File: config.mk
export PLATFORM = sky130hd
export DESIGN_NAME = csv_field_tokenizer_flat
export DESIGN_NICKNAME = d
export VERILOG_FILES = /design/src/design/cft_pkg.sv /design/src/design/cft_if.sv /design/src/design/csv_field_tokenizer.sv /design/src/design/cft_step.sv /design/src/flat_wrapper.sv
export SDC_FILE = /design/constraint.sdc
export NUM_CORES = 1
export LEC_CHECK = 0
export BUFFER_PORTS_ARGS = -buffer_cell sky130_fd_sc_hd__clkbuf_2
export CELL_PAD_IN_SITES_DETAIL_PLACEMENT = 2
export CELL_PAD_IN_SITES_GLOBAL_PLACEMENT = 2
export CORE_MARGIN = 2
export CORE_UTILIZATION = 37
export CTS_CLUSTER_SIZE = 28
export DETAILED_ROUTE_END_ITERATION = 6
export PLACE_DENSITY = 0.9
export REMOVE_ABC_BUFFERS = 1
export SLEW_MARGIN = 25
export SYNTH_ARGS = -nofsm -noshare
export SYNTH_HDL_FRONTEND = slang
export SYNTH_SLANG_ARGS = --single-unit
File: constraint.sdc
create_clock -name clk -period 4.7 [get_ports clk]
set_input_delay 0.705 -clock clk [delete_from_list [all_inputs] [get_ports clk]]
set_output_delay 0.705 -clock clk [all_outputs]
set_load 0.1 [all_outputs]
File: src/design/cft_pkg.sv
// ----------------------------------------------------------------------------
// cft_pkg
// Shared types and constants of the CSV field tokenizer.
// ----------------------------------------------------------------------------
package cft_pkg;

  localparam logic [7:0] CH_QUOTE = 8'h22;
  localparam logic [7:0] CH_COMMA = 8'h2C;
  localparam logic [7:0] CH_NL    = 8'h0A;

  localparam logic [31:0] ROW_COUNT_MAX = 32'hFFFF_FFFF;

  typedef enum logic [1:0] {
    MODE_START  = 2'd0,
    MODE_PLAIN  = 2'd1,
    MODE_QUOTED = 2'd2,
    MODE_QSEEN  = 2'd3
  } mode_t;

  typedef enum logic [1:0] {
    ST_OK        = 2'd0,
    ST_BAD_QUOTE = 2'd1,
    ST_TOO_FEW   = 2'd2,
    ST_TOO_MANY  = 2'd3
  } status_t;

  localparam logic FUNC_BYTE = 1'b0;
  localparam logic FUNC_END  = 1'b1;

  typedef struct packed {
    mode_t       scan_mode;
    logic        at_row_start;
    logic [15:0] field_index;
    logic [31:0] row_count;
    status_t     error_code;
  } parse_state_t;

  typedef struct packed {
    logic        has_byte;
    logic [7:0]  out_byte;
    logic        field_end;
    logic        row_end;
    logic [15:0] field_number;
    logic [31:0] rows_done;
    logic [1:0]  status;
    logic        done_res;
  } result_t;

endpackage

File: src/design/cft_if.sv
// ----------------------------------------------------------------------------
// cft_in_if / cft_out_if
// Valid/ready channels of the CSV field tokenizer.
// ----------------------------------------------------------------------------
interface cft_in_if;
  logic       valid;
  logic       ready;
  logic       func;
  logic [7:0] data_byte;

  modport source (output valid, output func, output data_byte, input ready);
  modport sink   (input valid, input func, input data_byte, output ready);
endinterface

interface cft_out_if;
  logic        valid;
  logic        ready;
  logic        has_byte;
  logic [7:0]  out_byte;
  logic        field_end;
  logic        row_end;
  logic [15:0] field_number;
  logic [31:0] rows_done;
  logic [1:0]  status;
  logic        done_res;

  modport source (output valid, output has_byte, output out_byte, output field_end,
                  output row_end, output field_number, output rows_done,
                  output status, output done_res, input ready);
  modport sink   (input valid, input has_byte, input out_byte, input field_end,
                  input row_end, input field_number, input rows_done,
                  input status, input done_res, output ready);
endinterface

File: src/design/csv_field_tokenizer.sv
// A result passes through the input register and then the result register.
// Throughput: one byte per cycle unless the output stalls; the input register
// and parser state advance together, and the result register parts the two channels.
// Reset (rst_n low, synchronous): parser state to field start, counts and status
// cleared, fields_per_row back to 1, both channels empty.
// ----------------------------------------------------------------------------
// csv_field_tokenizer
// Splits a CSV byte stream into fields and rows with a per-row field check.
// ----------------------------------------------------------------------------
module csv_field_tokenizer
  import cft_pkg::*;
(
  input  logic             clk,
  input  logic             rst_n,
  cft_in_if.sink           in_chan,
  cft_out_if.source        out_chan,
  input  logic             cfg_we,
  input  logic [15:0]      cfg_wdata
);

  logic [15:0]  fields_per_row_r;
  logic         s1_valid_r;
  logic         s1_func_r;
  logic [7:0]   s1_byte_r;
  parse_state_t state_r;
  parse_state_t state_nxt;
  logic         out_valid_r;
  result_t      out_r;
  result_t      step_res;
  logic         step_emit;
  logic         s1_go;

  cft_step u_step (
    .cur            (state_r),
    .fields_per_row (fields_per_row_r),
    .func           (s1_func_r),
    .data_byte      (s1_byte_r),
    .nxt            (state_nxt),
    .emit           (step_emit),
    .res            (step_res)
  );

  // an item with no result never waits on the output side
  assign s1_go         = s1_valid_r && (!step_emit || !out_valid_r || out_chan.ready);
  assign in_chan.ready = !s1_valid_r || s1_go;

  always_ff @(posedge clk) begin
    if (!rst_n) begin
      fields_per_row_r <= 16'd1;
    end else if (cfg_we) begin
      fields_per_row_r <= cfg_wdata;
    end
  end

  always_ff @(posedge clk) begin
    if (!rst_n) begin
      s1_valid_r <= 1'b0;
    end else if (in_chan.ready) begin
      s1_valid_r <= in_chan.valid;
    end
  end

  always_ff @(posedge clk) begin
    if (in_chan.ready && in_chan.valid) begin
      s1_func_r <= in_chan.func;
      s1_byte_r <= in_chan.data_byte;
    end
  end

  always_ff @(posedge clk) begin
    if (!rst_n) begin
      state_r.scan_mode    <= MODE_START;
      state_r.at_row_start <= 1'b1;
      state_r.field_index  <= '0;
      state_r.row_count    <= '0;
      state_r.error_code   <= ST_OK;
    end else if (s1_go) begin
      state_r <= state_nxt;
    end
  end

  always_ff @(posedge clk) begin
    if (!rst_n) begin
      out_valid_r <= 1'b0;
    end else if (s1_go && step_emit) begin
      out_valid_r <= 1'b1;
    end else if (out_chan.ready) begin
      out_valid_r <= 1'b0;
    end
  end

  always_ff @(posedge clk) begin
    if (s1_go && step_emit) begin
      out_r <= step_res;
    end
  end

  assign out_chan.valid        = out_valid_r;
  assign out_chan.has_byte     = out_r.has_byte;
  assign out_chan.out_byte     = out_r.out_byte;
  assign out_chan.field_end    = out_r.field_end;
  assign out_chan.row_end      = out_r.row_end;
  assign out_chan.field_number = out_r.field_number;
  assign out_chan.rows_done    = out_r.rows_done;
  assign out_chan.status       = out_r.status;
  assign out_chan.done_res     = out_r.done_res;

endmodule

File: src/design/cft_step.sv
// ----------------------------------------------------------------------------
// cft_step
// Per-item parser transition: next state and the optional result.
// ----------------------------------------------------------------------------
module cft_step
  import cft_pkg::*;
(
  input  parse_state_t cur,
  input  logic [15:0]  fields_per_row,
  input  logic         func,
  input  logic [7:0]   data_byte,
  output parse_state_t nxt,
  output logic         emit,
  output result_t      res
);

  logic [15:0] eff_fields;
  logic [15:0] last_field;
  logic        comma_ok;
  logic        row_ok;
  status_t     row_err;
  logic [31:0] row_count_inc;
  logic        is_quote;
  logic        is_comma;
  logic        is_nl;

  assign eff_fields    = (fields_per_row == 16'd0) ? 16'd1 : fields_per_row;
  assign last_field    = eff_fields - 16'd1;
  assign comma_ok      = cur.field_index < last_field;
  assign row_ok        = cur.field_index == last_field;
  assign row_err       = comma_ok ? ST_TOO_FEW : ST_TOO_MANY;
  assign row_count_inc = (cur.row_count == ROW_COUNT_MAX) ? cur.row_count
                                                          : cur.row_count + 32'd1;
  assign is_quote      = data_byte == CH_QUOTE;
  assign is_comma      = data_byte == CH_COMMA;
  assign is_nl         = data_byte == CH_NL;

  always_comb begin
    logic ends_field;
    logic pass_byte;
    ends_field = 1'b0;
    pass_byte  = 1'b0;
    nxt  = cur;
    emit = 1'b0;
    res  = '0;

    if (func == FUNC_END) begin
      emit = 1'b1;
      res.done_res = 1'b1;
      if (cur.error_code == ST_OK) begin
        if (cur.scan_mode == MODE_QUOTED) begin
          nxt.error_code = ST_BAD_QUOTE;
        end else if (!(cur.scan_mode == MODE_START && cur.at_row_start)) begin
          if (row_ok) begin
            res.field_end = 1'b1;
            res.row_end   = 1'b1;
            nxt.row_count = row_count_inc;
          end else begin
            nxt.error_code = row_err;
          end
        end
      end
      nxt.scan_mode    = MODE_START;
      nxt.at_row_start = 1'b1;
      nxt.field_index  = '0;
    end else if (cur.error_code == ST_OK) begin
      case (cur.scan_mode)
        MODE_START: begin
          // blank line at row start is skipped quietly
          if (!(is_nl && cur.at_row_start)) begin
            nxt.at_row_start = 1'b0;
            if (is_quote) nxt.scan_mode = MODE_QUOTED;
            else          ends_field = 1'b1;
          end
        end
        MODE_PLAIN: begin
          if (is_quote) begin
            nxt.error_code = ST_BAD_QUOTE;
            emit = 1'b1;
          end else begin
            ends_field = 1'b1;
          end
        end
        MODE_QUOTED: begin
          if (is_quote) nxt.scan_mode = MODE_QSEEN;
          else          pass_byte = 1'b1;
        end
        MODE_QSEEN: begin
          if (is_quote) begin
            // doubled quote gives one literal quote
            nxt.scan_mode = MODE_QUOTED;
            pass_byte = 1'b1;
          end else if (!is_comma && !is_nl) begin
            nxt.error_code = ST_BAD_QUOTE;
            emit = 1'b1;
          end else begin
            ends_field = 1'b1;
          end
        end
        default: ;
      endcase

      // ends_field covers comma, newline and plain data after the mode check
      if (ends_field) begin
        emit = 1'b1;
        if (is_comma) begin
          if (comma_ok) begin
            nxt.field_index = cur.field_index + 16'd1;
            nxt.scan_mode   = MODE_START;
            res.field_end   = 1'b1;
          end else begin
            nxt.error_code = ST_TOO_MANY;
          end
        end else if (is_nl) begin
          if (row_ok) begin
            nxt.row_count    = row_count_inc;
            nxt.field_index  = '0;
            nxt.scan_mode    = MODE_START;
            nxt.at_row_start = 1'b1;
            res.field_end    = 1'b1;
            res.row_end      = 1'b1;
          end else begin
            nxt.error_code = row_err;
          end
        end else begin
          nxt.scan_mode = MODE_PLAIN;
          pass_byte = 1'b1;
        end
      end

      if (pass_byte) begin
        emit = 1'b1;
        res.has_byte = 1'b1;
        res.out_byte = data_byte;
      end
    end

    res.field_number = cur.field_index;
    res.rows_done    = nxt.row_count;
    res.status       = nxt.error_code;
  end

endmodule
File: src/flat_wrapper.sv
// flat-port wrapper written by rule: the top's interface ports become plain ports
module csv_field_tokenizer_flat import cft_pkg::*;
  (clk, rst_n, cfg_we, cfg_wdata, in_chan_valid, in_chan_func, in_chan_data_byte, in_chan_ready, out_chan_valid, out_chan_has_byte, out_chan_out_byte, out_chan_field_end, out_chan_row_end, out_chan_field_number, out_chan_rows_done, out_chan_status, out_chan_done_res, out_chan_ready);
  cft_in_if in_chan_i ();
  cft_out_if out_chan_i ();
  input  logic clk;
  input  logic rst_n;
  input  logic cfg_we;
  input  logic [15:0] cfg_wdata;
  input wire logic [$bits(in_chan_i.valid)-1:0] in_chan_valid;
  input wire logic [$bits(in_chan_i.func)-1:0] in_chan_func;
  input wire logic [$bits(in_chan_i.data_byte)-1:0] in_chan_data_byte;
  output wire logic [$bits(in_chan_i.ready)-1:0] in_chan_ready;
  output wire logic [$bits(out_chan_i.valid)-1:0] out_chan_valid;
  output wire logic [$bits(out_chan_i.has_byte)-1:0] out_chan_has_byte;
  output wire logic [$bits(out_chan_i.out_byte)-1:0] out_chan_out_byte;
  output wire logic [$bits(out_chan_i.field_end)-1:0] out_chan_field_end;
  output wire logic [$bits(out_chan_i.row_end)-1:0] out_chan_row_end;
  output wire logic [$bits(out_chan_i.field_number)-1:0] out_chan_field_number;
  output wire logic [$bits(out_chan_i.rows_done)-1:0] out_chan_rows_done;
  output wire logic [$bits(out_chan_i.status)-1:0] out_chan_status;
  output wire logic [$bits(out_chan_i.done_res)-1:0] out_chan_done_res;
  input wire logic [$bits(out_chan_i.ready)-1:0] out_chan_ready;
  assign in_chan_i.valid = in_chan_valid;
  assign in_chan_i.func = in_chan_func;
  assign in_chan_i.data_byte = in_chan_data_byte;
  assign in_chan_ready = in_chan_i.ready;
  assign out_chan_valid = out_chan_i.valid;
  assign out_chan_has_byte = out_chan_i.has_byte;
  assign out_chan_out_byte = out_chan_i.out_byte;
  assign out_chan_field_end = out_chan_i.field_end;
  assign out_chan_row_end = out_chan_i.row_end;
  assign out_chan_field_number = out_chan_i.field_number;
  assign out_chan_rows_done = out_chan_i.rows_done;
  assign out_chan_status = out_chan_i.status;
  assign out_chan_done_res = out_chan_i.done_res;
  assign out_chan_i.ready = out_chan_ready;
  csv_field_tokenizer u_core (.clk(clk), .rst_n(rst_n), .in_chan(in_chan_i), .out_chan(out_chan_i), .cfg_we(cfg_we), .cfg_wdata(cfg_wdata));
endmodule
==> results.txt, run 1 <==
----------------------------------------------------
[Floorplanning]
  Number of top-level pins ... 94
  Area of the placeable core ... 19300 µm²
  Die ar. ... 20700 µm²
  Initial standard-cell utilization of the core ... 37.5%
  Std cell rows ... approximately 50
  Floorplan die width ... 144 µm
  Die span in y ... 144 µm

[Detailed routing]
  Routed vias ... 6097
  Post-route DRC violation count ... 0
  Number of detailed-route iterations in the first pass ... 4
  Wire length per cell ... 22.8 µm
  Wire length after detailed routing ... about 25 mm
  Antenna-violating nets left ... 0
  Starting DRT DRC Count ... between 300 and 400
  Ratio of routed vias to standard cells ... 5.65

[Worst setup path]
  Largest stage delay on the critical path ... 0.58 ns
  Crit end category ... flip-flop
  CP Data Arrival Time ... 4.89 ns
  R2R Setup Slk ... 0.12 ns
  R2R cell count ... 19
  CP Data Required Time ... 5.01 ns
  Slowest CP cell ... sky130_fd_sc_hd__or4_4
  Cell family with most CP delay ... simple AND/OR/NAND/NOR gates
  Path type of the worst setup path ... flip-flop to flip-flop
  CP Launch Type ... flip-flop
  Max Fanout on Critical Path ... 7
  List of cells traversed by the critical path ... or4_4 > nor3_2 > nand2b_1 > nor3_2 > nor2_1 > ha_1 > nand2_2 > nor2_1 > nand2_1 > xor2_1 > ha_1 > nand4_4 > or4_4 > nor2_4 > a21oi_2 > a211o_4 > buf_4 > o21ai_0 > o22ai_1
  Capture point of the worst reg-to-reg path ... u_core.state_r[39]
  Critical path buffer and inverter count ... 1
  Reg-to-reg critical path startpoint ... u_core.fields_per_row_r[8]

[Placement]
  Pre-CTS WS ... -0.108 ns
  Detail Placement HPWL ... 15.6 mm
  Port Buffers ... 93
  RePlAce Congestion ... 0.814
  DP Cell Count ... 1044

[Clock network]
  Clock-pin slew on the worst setup and hold paths ... 0.06 ns
  Clk root buf ... sky130_fd_sc_hd__clkbuf_16
  Latest clock arrival within the worst-skew pair ... around 0.44 ns
  Max Root-Sink Buffers ... 2
  Total CTS buffers ... 17
  Number of H-tree branching levels ... 4
  Number of buffers added to fix hold violations after cts ... 0
  Clock tree from TritonCTS ... yes
  Clock sink count ... 142

[Timing]
  Pins over their slew limit ... 0
  Setup violation total in the final timing report ... 0
  Final count of hold timing violations ... 0
  Least setup slack across all paths after layout ... roughly 0.12 ns
  RSZ-0062 raised after global routing ... true
  Post-layout minimum cycle time ... 4.58 ns
  Transition at the pin with the smallest max-transition slack ... 0.887 ns
  Final Cycle Share ... 97.4%
  Clock skew after layout ... about 0.0087 ns
  Final worst hold slack ... 0.442 ns
  Max Freq ... around 0.22 GHz
  Max transition margin ... 40.8%

[GRT]
  Initial antenna violation count ... 0
  Total GRT Usage ... a little under a quarter
  Overflow left after global routing ... 0
  Maximum number of pins on one net before global-route repair ... 48
  Vias in the first global route ... 6499
  First-pass GRT wire length ... 37.3 mm

[Logic synthesis]
  Number of synthesized register bits ... 142
  Post-synth top area share ... 29.4%
  Xor and xnor fraction of the mapped netlist area ... 6.77%
  Primary FF master, synth ... sky130_fd_sc_hd__edfxtp_1
  Dominant combinational cell family by area after synthesis ... simple AND/OR/NAND/NOR gates
  Post-synth top area cell ... sky130_fd_sc_hd__edfxtp_1
  Synthesized-area fraction occupied by adder cells ... 3.28%
  Simple-gate area share of the yosys netlist ... between 20% and 30%
  Compound-gate portion of the synthesized area ... 9.95%
  Synth top area cells ... sky130_fd_sc_hd__edfxtp_1 29%, sky130_fd_sc_hd__dfxtp_1 20%, sky130_fd_sc_hd__xnor2_1 5.2%
  Synthesized area divided by synthesized cell count ... around 10 µm²
  Mux cell area share after synthesis ... 3.59%
  Asr flop ratio synth ... 0%
  Cell count after synthesis ... between 700 and 800
  Count of unique library cells instantiated by Yosys ... 70
  Count of warnings emitted by yosys ... 0
  Mapped Area ... slightly above 7000 µm²
  Number of flops mapped to enable cells by yosys ... 71
  Register area share after synthesis ... 49.1%

[Cells and area]
  Most frequent cells in the layout ... 93 x sky130_fd_sc_hd__clkbuf_2, 71 x sky130_fd_sc_hd__dfxtp_1, 71 x sky130_fd_sc_hd__edfxtp_1
  Fraction of final layout cells sized beyond drive strength 1 ... between 20 and 25%
  Final std cells w/o fill ... ~1100
  Net count of the finished layout ... 850
  Most frequent standard cell in the layout excluding fill and tap cells ... sky130_fd_sc_hd__clkbuf_2
  ANT cells ... 0
  Syn-to-layout area delta ... 19.8%
  Utilization of the core after routing ... between 40 and 50%

[Power and ir drop]
  Clock group share of total power ... 46.0%
  Proportion of total power due to net switching ... ~28%
  Total design power ... 3.35 mW
  Total power divided by cell area ... just under 400 nW/µm²
  Highest ir drop seen on vdd ... ~270 µV
  NetSw ... 931 µW
  Portion of total power attributed to sequential cells ... 41.2%
  Static leakage ... 3.31 nW
  Part of the power in combinational logic ... 12.8%
  Design internal power ... 2.41 mW

[Outcome]
  Status ... finished clean

[Flow run]
  Max-cap viol count ... 0

[Worst hold path]
  Hold-critical path endpoint ... u_core.s1_byte_r[7]
  Hold Path Depth ... 1
  Tightest Hold Check Type ... primary input to flip-flop
  Min-delay src ... in_chan_data_byte[7]

----------------------------------------------------
## state kept, by name, summed over array words and instances (netlist names)
signal and cells:
u_core.state_r 53, u_core.out_chan.rows_done 32, u_core.fields_per_row_r 16, u_core.out_chan.field_number 16, u_core.out_chan.out_byte 8, u_core.s1_byte_r 8
u_core.out_chan.status 2, u_core.out_chan.done_res 1, u_core.out_chan.field_end 1, u_core.out_chan.has_byte 1, u_core.out_chan.row_end 1, u_core.out_chan.valid 1
u_core.s1_func_r 1, u_core.s1_valid_r 1
## power groups by stage
stage	Sequential (mW)	Clock (mW)	Combinational [mW]
2_1_floorplan	1.61	0	0.105
3_3_place_gp	1.40	0	0.396
3_5_place_dp	1.40	0	0.409
4_1_cts	1.38	1.55	0.420
5_1_grt	1.38	1.60	0.446
6_report	1.38	1.54	0.428
## synth_stat cells, drive strengths merged (2+ instances only)
library cell / n
a31oi: 4
ha: 19
nor3b: 2
nand4: 18
o21ai: 25
and3: 15
inv: 10
dfxtp: 71
and2: 29
clkbuf: 17
nand2b: 21
o211a: 4
or3: 10
nand3: 40
a21boi: 6
xnor2: 43
and3b: 2
o211ai: 18
a31o: 2
a21o: 2
nand2: 67
o21a: 5
buf: 17
nor2: 39
a21oi: 20
or2: 2
and4: 9
o31ai: 8
or4: 2
nor4: 8
a22oi: 2
xor2: 13
a211o: 2
edfxtp: 71
nor2b: 23
nor3: 26
and2b: 2
o22ai: 2
o21bai: 2
mux2i: 26
## per-stage QoR
stage / cell area (µm²) / TNS, ns
2_1_floorplan: 7080 / 0
3_3_place_gp: 7930 / 0
3_5_place_dp: 7930 / -0.886
4_1_cts: 8600 / 0
5_1_grt: 8680 / -2.07
6_report: 8680 / 0
## kinds of logic (layout without fill, tap and decap cells)
kind of cell | after synthesis | count (layout)
xor gates and xnor gates | 56 | 56
buffers and inverters | 44 | 144
muxes | 26 | 26
and+or+nand+nor | 320 | 320
DFF | 142 | 142
AOI/OAI and AO/OA | 106 | 107
adders and majority gates | 19 | 19
## final cells by class
cell class	count	area [µm²]
inverter	10	37.5
fill	2044	10700
sequential	142	3550
multi-input combinational	528	3560
timing repair buffer	102	537
clock buffer	22	474
clock inverter	10	184
tap	265	332
## metal layers
metal / up-vias / track usage (%) / share of wire [%] / routed length, µm
met5: - / 0 / 0 / 0
met4: 0 / 9.08 / 2.5 / 617
met3: 50 / 4.73 / 3.8 / 933
met2: 182 / 41.1 / 52 / 12700
met1: 3106 / 29.0 / 42 / 10400
li1: 2759 / - / - / -
## what timing repair did
action                                  CTS  global route
pin swaps                                 0             6
endpoints found under the setup margin   32            82
buffers inserted                          0             2
gates cloned                              0             1
gates resized for setup                   3            10
## how the worst max path moves through the flow
stage,endpoint,slack (ns),depth (start not counted),startpoint
floorplan,u_core.out_chan.done_res,0.46,4,u_core.s1_byte_r[4]
global placement,u_core.out_chan.rows_done[19],0.26,19,u_core.fields_per_row_r[8]
detailed placement,u_core.out_chan.rows_done[19],-0.11,19,u_core.fields_per_row_r[8]
CTS,u_core.state_r[18],0.007,18,u_core.fields_per_row_r[8]
global route,u_core.state_r[42],-0.15,19,u_core.fields_per_row_r[8]
finish,u_core.state_r[39],0.12,19,u_core.fields_per_row_r[8]
Power figures use the tool's default switching activity.
==> run 2, diff against run 1 <==
--- a/config.mk
+++ b/config.mk
@@ -5,16 +5,18 @@
 export SDC_FILE = /design/constraint.sdc
 export NUM_CORES = 1
 export LEC_CHECK = 0
+export ABC_AREA = 1
 export BUFFER_PORTS_ARGS = -buffer_cell sky130_fd_sc_hd__clkbuf_2
 export CELL_PAD_IN_SITES_DETAIL_PLACEMENT = 2
 export CELL_PAD_IN_SITES_GLOBAL_PLACEMENT = 2
 export CORE_MARGIN = 2
-export CORE_UTILIZATION = 37
+export CORE_UTILIZATION = 34
 export CTS_CLUSTER_SIZE = 28
 export DETAILED_ROUTE_END_ITERATION = 6
-export PLACE_DENSITY = 0.9
+export PLACE_DENSITY = 0.91
 export REMOVE_ABC_BUFFERS = 1
 export SLEW_MARGIN = 25
 export SYNTH_ARGS = -nofsm -noshare
 export SYNTH_HDL_FRONTEND = slang
 export SYNTH_SLANG_ARGS = --single-unit
+export TNS_END_PERCENT = 100
==> run 2 against run 1 <==
Hold slack got worse by 0.017 ns. Final cell count increased by 31%. Fmax increased by 8.3%. Count of clock-buffer cells in the layout decreased by 5. Synthesized area increased by 6.0%. Flip-flop and latch count unchanged. Worst setup slack improved by 0.35 ns. Routed wire length increased by 23%. Die area increased by 15%. Combinational power increased by 49%. Via count increased by 27%. Total power increased by 2.4%.
==> results.txt, run 2 <==
----------------------------------------------------
[Clock network]
  Number of buffers added to fix hold violations after cts ... 0
  Max Root-Sink Buffers ... 2
  Clock tree from TritonCTS ... yes
  Clk root buf ... sky130_fd_sc_hd__clkbuf_16
  Latest clock arrival within the worst-skew pair ... 0.46 ns
  Number of H-tree branching levels ... 4
  Total CTS buffers ... 17
  Clock sink count ... 142
  Clock-pin slew on the worst setup and hold paths ... 0.07 ns

[Logic synthesis]
  Post-synth top area cell ... sky130_fd_sc_hd__edfxtp_1
  Synth top area cells ... sky130_fd_sc_hd__edfxtp_1 28%, sky130_fd_sc_hd__dfxtp_1 19%, sky130_fd_sc_hd__nand2_1 11%
  Most frequent cells after synthesis ... 221 x sky130_fd_sc_hd__nand2_1, 160 x sky130_fd_sc_hd__nor2_1, 131 x sky130_fd_sc_hd__inv_1
  Primary FF master, synth ... sky130_fd_sc_hd__edfxtp_1
  Post-synth top area share ... 27.8%
  Most common cell in the synthesized netlist ... sky130_fd_sc_hd__nand2_1
  Cell count after synthesis ... 1024
  Number of flops mapped to enable cells by yosys ... just over 70
  Mapped Area ... approximately 7700 µm²
  Register area share after synthesis ... 46.3%
  Count of warnings emitted by yosys ... 0
  Asr flop ratio synth ... 0%
  Count of unique library cells instantiated by Yosys ... 35
  Number of synthesized register bits ... 142
  Synthesized area divided by synthesized cell count ... 7.50 µm²

[Power and ir drop]
  Total power divided by cell area ... 379 nW/µm²
  Highest ir drop seen on vdd ... 253 µV
  Total design power ... about 3.4 mW
  Static leakage ... 3.94 nW

[GRT]
  Vias in the first global route ... 8504
  Overflow left after global routing ... 0
  Total GRT Usage ... 25.7%
  First-pass GRT wire length ... roughly 48 mm
  Maximum number of pins on one net before global-route repair ... 42
  Initial antenna violation count ... 0

[Floorplanning]
  Std cell rows ... 54
  Die span in y ... 154 µm
  Floorplan die width ... 154 µm
  Initial standard-cell utilization of the core ... 34.9%
  Number of top-level pins ... 94
  Die ar. ... 23800 µm²
  Area of the placeable core ... 22000 µm²

[Cells and area]
  Fraction of final layout cells sized beyond drive strength 1 ... around 14%
  Net count of the finished layout ... 1170
  Most frequent standard cell in the layout excluding fill and tap cells ... sky130_fd_sc_hd__nand2_1
  Max reg flops ... 53
  ANT cells ... 0
  Final std cells w/o fill ... 1414
  Multi-input gate area ... 3500 µm²
  # fillers ... 2575
  Syn-to-layout area delta ... 17.7%
  Top reg by flops ... u_core.state_r
  Most frequent cells in the layout ... 221 x sky130_fd_sc_hd__nand2_1, 159 x sky130_fd_sc_hd__nor2_1, 130 x sky130_fd_sc_hd__inv_1
  FF+latch area ... 3550 µm²
  Final Cell Area ... 9040 µm²

[Worst setup path]
  R2R Setup Slk ... 0.47 ns
  Crit end category ... flip-flop
  Capture point of the worst reg-to-reg path ... u_core.state_r[8]
  CP Data Required Time ... between 5 and 6 ns
  R2R cell count ... 24
  CP Launch Type ... flip-flop
  Crit path capture ... u_core.state_r[8]
  Reg-to-reg critical path startpoint ... u_core.fields_per_row_r[13]
  CP Data Arrival Time ... 4.62 ns
  Max Fanout on Critical Path ... 5
  Path type of the worst setup path ... flip-flop to flip-flop
  CP startpoint ... u_core.fields_per_row_r[13]

[Detailed routing]
  Wire length after detailed routing ... 30.1 mm
  Ratio of routed vias to standard cells ... 5.46
  Number of detailed-route iterations in the first pass ... 5
  Wire length per cell ... 21.3 µm
  Routed vias ... between 7000 and 8000
  Post-route DRC violation count ... 0
  Antenna-violating nets left ... 0
  Starting DRT DRC Count ... 378

[Placement]
  DP Cell Count ... approximately 1400
  RePlAce Congestion ... 0.852
  Detail Placement HPWL ... approximately 19 mm
  Port Buffers ... 93
  Placement-stage cell area ... 8430 µm²
  Pre-CTS WS ... between 0.3 and 0.4 ns

[Timing]
  Final Cycle Share ... 90.0%
  Final count of hold timing violations ... 0
  RSZ-0062 raised after global routing ... false
  Post-layout minimum cycle time ... approximately 4.2 ns
  Max Freq ... 0.236 GHz
  Setup violation total in the final timing report ... 0
  Pins over their slew limit ... 0
  Max transition margin ... 50.5%
  Least setup slack across all paths after layout ... approximately 0.47 ns
  Clock skew after layout ... 0.0140 ns
  Sum of negative setup slack ... 0 ns
  Transition at the pin with the smallest max-transition slack ... about 0.74 ns

[Flow run]
  Max-cap viol count ... 0

[Worst hold path]
  Tightest Hold Check Type ... primary input to flip-flop

[Outcome]
  Status ... finished clean

----------------------------------------------------
==> run 2: changes by cell type after synthesis, sizes merged, moves of 23 or more <==
cell,before,now
nand2,67,228
nor2,39,165
inv,10,134
nand3,40,96
a21oi,20,67
o21ai,25,66
xnor2,43,11
and2,29,0
mux2i,26,0
nor2b,23,0
==> run 2: final cells by class <==
type | count | share of cell area, %
Sequential cell | 142 | 39.3
Timing Repair Buffer | 104 | 6.34
Clock inverter | 15 | 1.37
Tap cell | 280 | 3.88
Multi-Input combinational cell | 721 | 38.8
Inverter | 135 | 5.61
Clock buffer | 17 | 4.71
==> run 2: logic make-up after synthesis <==
kind of cell	count (synthesis)	synth area share, %
simple gates	526	29.0
fa+ha+maj	19	3.10
flops	142	46.3
xor+xnor	31	3.54
compound gates	145	9.94
buf+inv	161	8.21
==> run 2: worst min-delay path by stage <==
| stage | cells past startpoint | slack [ns] | end | startpoint |
|---|---|---|---|---|
| after floorplan | 2 | 0.45 | u_core.state_r[1] | u_core.state_r[1] |
| after global placement | 2 | 0.46 | u_core.state_r[1] | u_core.state_r[1] |
| after detailed placement | 2 | 0.49 | u_core.state_r[1] | u_core.state_r[1] |
| after CTS | 1 | 0.41 | u_core.s1_byte_r[4] | in_chan_data_byte[4] |
| after global routing | 1 | 0.43 | u_core.s1_byte_r[4] | in_chan_data_byte[4] |
| final | 1 | 0.42 | u_core.s1_byte_r[4] | in_chan_data_byte[4] |
==> run 2: power breakdown <==
group	leakage, nW	internal, mW	switching [mW]
combinational	2.42	0.126	0.510
clock	0.263	0.690	0.646
sequential	1.26	1.38	0.0703
==> run 2: timing repair <==
item | CTS | global route
gates resized for setup | 0 | 2
buffers inserted | 0 | 3
endpoints found under the setup margin | 0 | 8
==> run 2: stage by stage <==
step,util [%],hold WS (ns)
after floorplan,-,0.453
after CTS,40.8,0.412
after global routing,41.0,0.425
after global placement,38.3,0.465
after detailed placement,38.3,0.488
final,41.0,0.425
==> run 2: per-layer routing <==
layer	GRT usage [%]	part of all wire, %
met2	45.0	50
met3	3.81	4.3
met5	0	0
met4	11.3	3.3
met1	31.6	42
==> run 2: critical path, stage by stage (launching register included) <==
cell,delay [ns]
sky130_fd_sc_hd__dfxtp_1,0.35
sky130_fd_sc_hd__or2_2,0.31
sky130_fd_sc_hd__nor3_1,0.18
sky130_fd_sc_hd__nand3_1,0.15
sky130_fd_sc_hd__nand2_1,0.09
sky130_fd_sc_hd__inv_1,0.06
sky130_fd_sc_hd__ha_1,0.22
sky130_fd_sc_hd__nand3_1,0.13
sky130_fd_sc_hd__inv_1,0.09
sky130_fd_sc_hd__nand2_1,0.11
sky130_fd_sc_hd__nor3_1,0.06
sky130_fd_sc_hd__xnor2_1,0.14
sky130_fd_sc_hd__ha_1,0.29
sky130_fd_sc_hd__nand2_1,0.08
sky130_fd_sc_hd__nor2_1,0.15
sky130_fd_sc_hd__nand2_1,0.14
sky130_fd_sc_hd__inv_1,0.12
sky130_fd_sc_hd__nand2_1,0.08
sky130_fd_sc_hd__nor2_2,0.23
sky130_fd_sc_hd__nand2_1,0.27
sky130_fd_sc_hd__o21ai_0,0.36
sky130_fd_sc_hd__nand2_1,0.12
sky130_fd_sc_hd__o22ai_1,0.26
sky130_fd_sc_hd__nor2_1,0.07
sky130_fd_sc_hd__nor2_1,0.10
==> run 3, diff against run 2 <==
--- a/config.mk
+++ b/config.mk
@@ -6,7 +6,7 @@
 export NUM_CORES = 1
 export LEC_CHECK = 0
 export ABC_AREA = 1
-export BUFFER_PORTS_ARGS = -buffer_cell sky130_fd_sc_hd__clkbuf_2
+export BUFFER_PORTS_ARGS = -buffer_cell sky130_fd_sc_hd__buf_4
 export CELL_PAD_IN_SITES_DETAIL_PLACEMENT = 2
 export CELL_PAD_IN_SITES_GLOBAL_PLACEMENT = 2
 export CORE_MARGIN = 2
==> run 3 against run 2 <==
Count of clock-buffer cells in the layout did not move. Die area stayed put. Cell area increased by 2.6%. Worst setup slack worse by 0.22 ns. Utilization up 1.1 points. Sequential share of layout area is 0.99 points lower. Routed wire length increased by 2.9%. Register-to-register slack worse by 0.22 ns. Fmax is 4.9% lower. Clock power hardly changed.
==> results.txt, run 3 (synthesis results as in run 2) <==
----------------------------------------------------
[Worst hold path]
  Tightest Hold Check Type ... primary input to flip-flop

[Flow run]
  Max-cap viol count ... 0

[GRT]
  First-pass GRT wire length ... roughly 47 mm
  Initial antenna violation count ... 0
  Total GRT Usage ... 24.9%
  Vias in the first global route ... about 8400
  Overflow left after global routing ... 0
  Maximum number of pins on one net before global-route repair ... between 40 and 50

[Worst setup path]
  Max Fanout on Critical Path ... 21
  Top cell by count, worst path ... sky130_fd_sc_hd__nand2_1
  Crit end category ... flip-flop
  List of cells traversed by the critical path ... or2_2 > nor3_1 > nand3_1 > nand2_1 > inv_1 > ha_1 > nand3_1 > inv_1 > nand2_1 > nor3_1 > xnor2_1 > ha_1 > nand2_1 > nor2_1 > nand2_1 > nor2_4 > nand2_1 > a21oi_1 > nand2_1 > nand2_2 > nand2_4 > inv_1 > nor2_1 > nor2_1
  CP Data Arrival Time ... about 4.8 ns
  Largest stage delay on the critical path ... 0.34 ns
  CP Launch Type ... flip-flop
  Path type of the worst setup path ... flip-flop to flip-flop
  Slowest CP cell ... sky130_fd_sc_hd__dfxtp_1
  CP Data Required Time ... 5.05 ns

[Cells and area]
  Fraction of final layout cells sized beyond drive strength 1 ... 13.9%
  Most frequent cells in the layout ... 221 x sky130_fd_sc_hd__nand2_1, 160 x sky130_fd_sc_hd__nor2_1, 130 x sky130_fd_sc_hd__inv_1
  Most frequent standard cell in the layout excluding fill and tap cells ... sky130_fd_sc_hd__nand2_1
  Net count of the finished layout ... 1171
  Utilization of the core after routing ... between 40% and 50%
  Max reg flops ... 53
  ANT cells ... 0
  Top reg by flops ... u_core.state_r
  Syn-to-layout area delta ... 20.7%

[Timing]
  Max transition margin ... 46.9%
  Final count of hold timing violations ... 0
  Post-layout minimum cycle time ... 4.44 ns
  Final worst hold slack ... ~0.44 ns
  Sum of negative setup slack ... 0 ns
  Max Freq ... 0.225 GHz
  Clock skew after layout ... roughly 0.017 ns
  Setup violation total in the final timing report ... 0
  Pins over their slew limit ... 0
  Least setup slack across all paths after layout ... 0.255 ns
  Final Cycle Share ... 94.6%
  Transition at the pin with the smallest max-transition slack ... 0.791 ns

[Floorplanning]
  Die span in y ... roughly 150 µm
  Std cell rows ... 54
  Die ar. ... 23800 µm²
  Number of top-level pins ... 94
  Floorplan die width ... 154 µm
  Area of the placeable core ... 22000 µm²
  Initial standard-cell utilization of the core ... 34.9%

[Power and ir drop]
  Total design power ... roughly 3.5 mW
  Total power divided by cell area ... approximately 370 nW/µm²
  Highest ir drop seen on vdd ... 154 µV
  Static leakage ... roughly 4 nW

[Placement]
  Port Buffers ... 93
  Detail Placement HPWL ... 18.7 mm
  Pre-CTS WS ... 0.449 ns
  RePlAce Congestion ... 0.818

[Clock network]
  Clock-pin slew on the worst setup and hold paths ... 0.07 ns
  Clk root buf ... sky130_fd_sc_hd__clkbuf_16
  Number of buffers added to fix hold violations after cts ... 0
  Clock sink count ... 142
  Max Root-Sink Buffers ... 2
  Latest clock arrival within the worst-skew pair ... 0.44 ns
  Clock tree from TritonCTS ... yes
  Total CTS buffers ... 17
  Number of H-tree branching levels ... 4

[Outcome]
  Status ... finished clean

[Detailed routing]
  Antenna-violating nets left ... 0
  Wire length per cell ... roughly 22 µm
  Routed vias ... 7746
  Starting DRT DRC Count ... between 600 and 700
  Wire length after detailed routing ... around 31 mm
  Ratio of routed vias to standard cells ... 5.47
  Post-route DRC violation count ... 0
  Number of detailed-route iterations in the first pass ... 5

----------------------------------------------------
==> run 3: layout make-up <==
class | count | area (µm²)
fill | 2515 | 12800
inverter | 135 | 507
tap | 280 | 350
multi-input combinational | 721 | 3500
clock buffer | 17 | 425
sequential | 142 | 3550
timing repair buffer | 105 | 801
clock inverter | 15 | 129
==> run 3: final timing paths <==
check,from,endpoint,slack [ns],cells past startpoint
worst max-delay path,u_core.fields_per_row_r[13],u_core.state_r[34],0.26,24
worst min-delay path,in_chan_data_byte[5],u_core.s1_byte_r[5],0.44,1
worst max register to register,u_core.fields_per_row_r[13],u_core.state_r[34],0.26,24
worst min register to register,u_core.fields_per_row_r[1],u_core.fields_per_row_r[1],0.50,2
==> run 3: routing by layer <==
metal / routed length [µm] / GRT usage (%)
met5: 0 / 0
met4: 678 / 9.08
met3: 1250 / 3.81
met2: 16000 / 44.0
met1: 13100 / 30.9
==> run 3: report_power, final <==
group | switching (mW) | internal (mW) | total (mW)
sequential | 0.0712 | 1.38 | 1.46
clock | 0.640 | 0.692 | 1.33
combinational | 0.517 | 0.152 | 0.669
==> run 3: repair_timing <==
item                                    CTS  global route
resized for setup                         0             2
buffers inserted                          0             4
endpoints found under the setup margin    0            21
==> run 3: per-stage QoR <==
stage | cell area [µm²] | instances
final | 9270 | 1415
after global placement | 8660 | 1379
after global routing | 9270 | 1415
after CTS | 9220 | 1411
after floorplan | 7560 | 998
after detailed placement | 8660 | 1379
==> run 3: critical path: cells and delay by family, from the launching register on <==
kind / cells / cell delay [ns]
adders and majority gates: 2 / 0.48
and+or+nand+nor: 17 / 2.76
AOI/OAI and AO/OA: 1 / 0.24
DFF: 1 / 0.34
xor gates and xnor gates: 1 / 0.14
buffers and inverters: 3 / 0.35
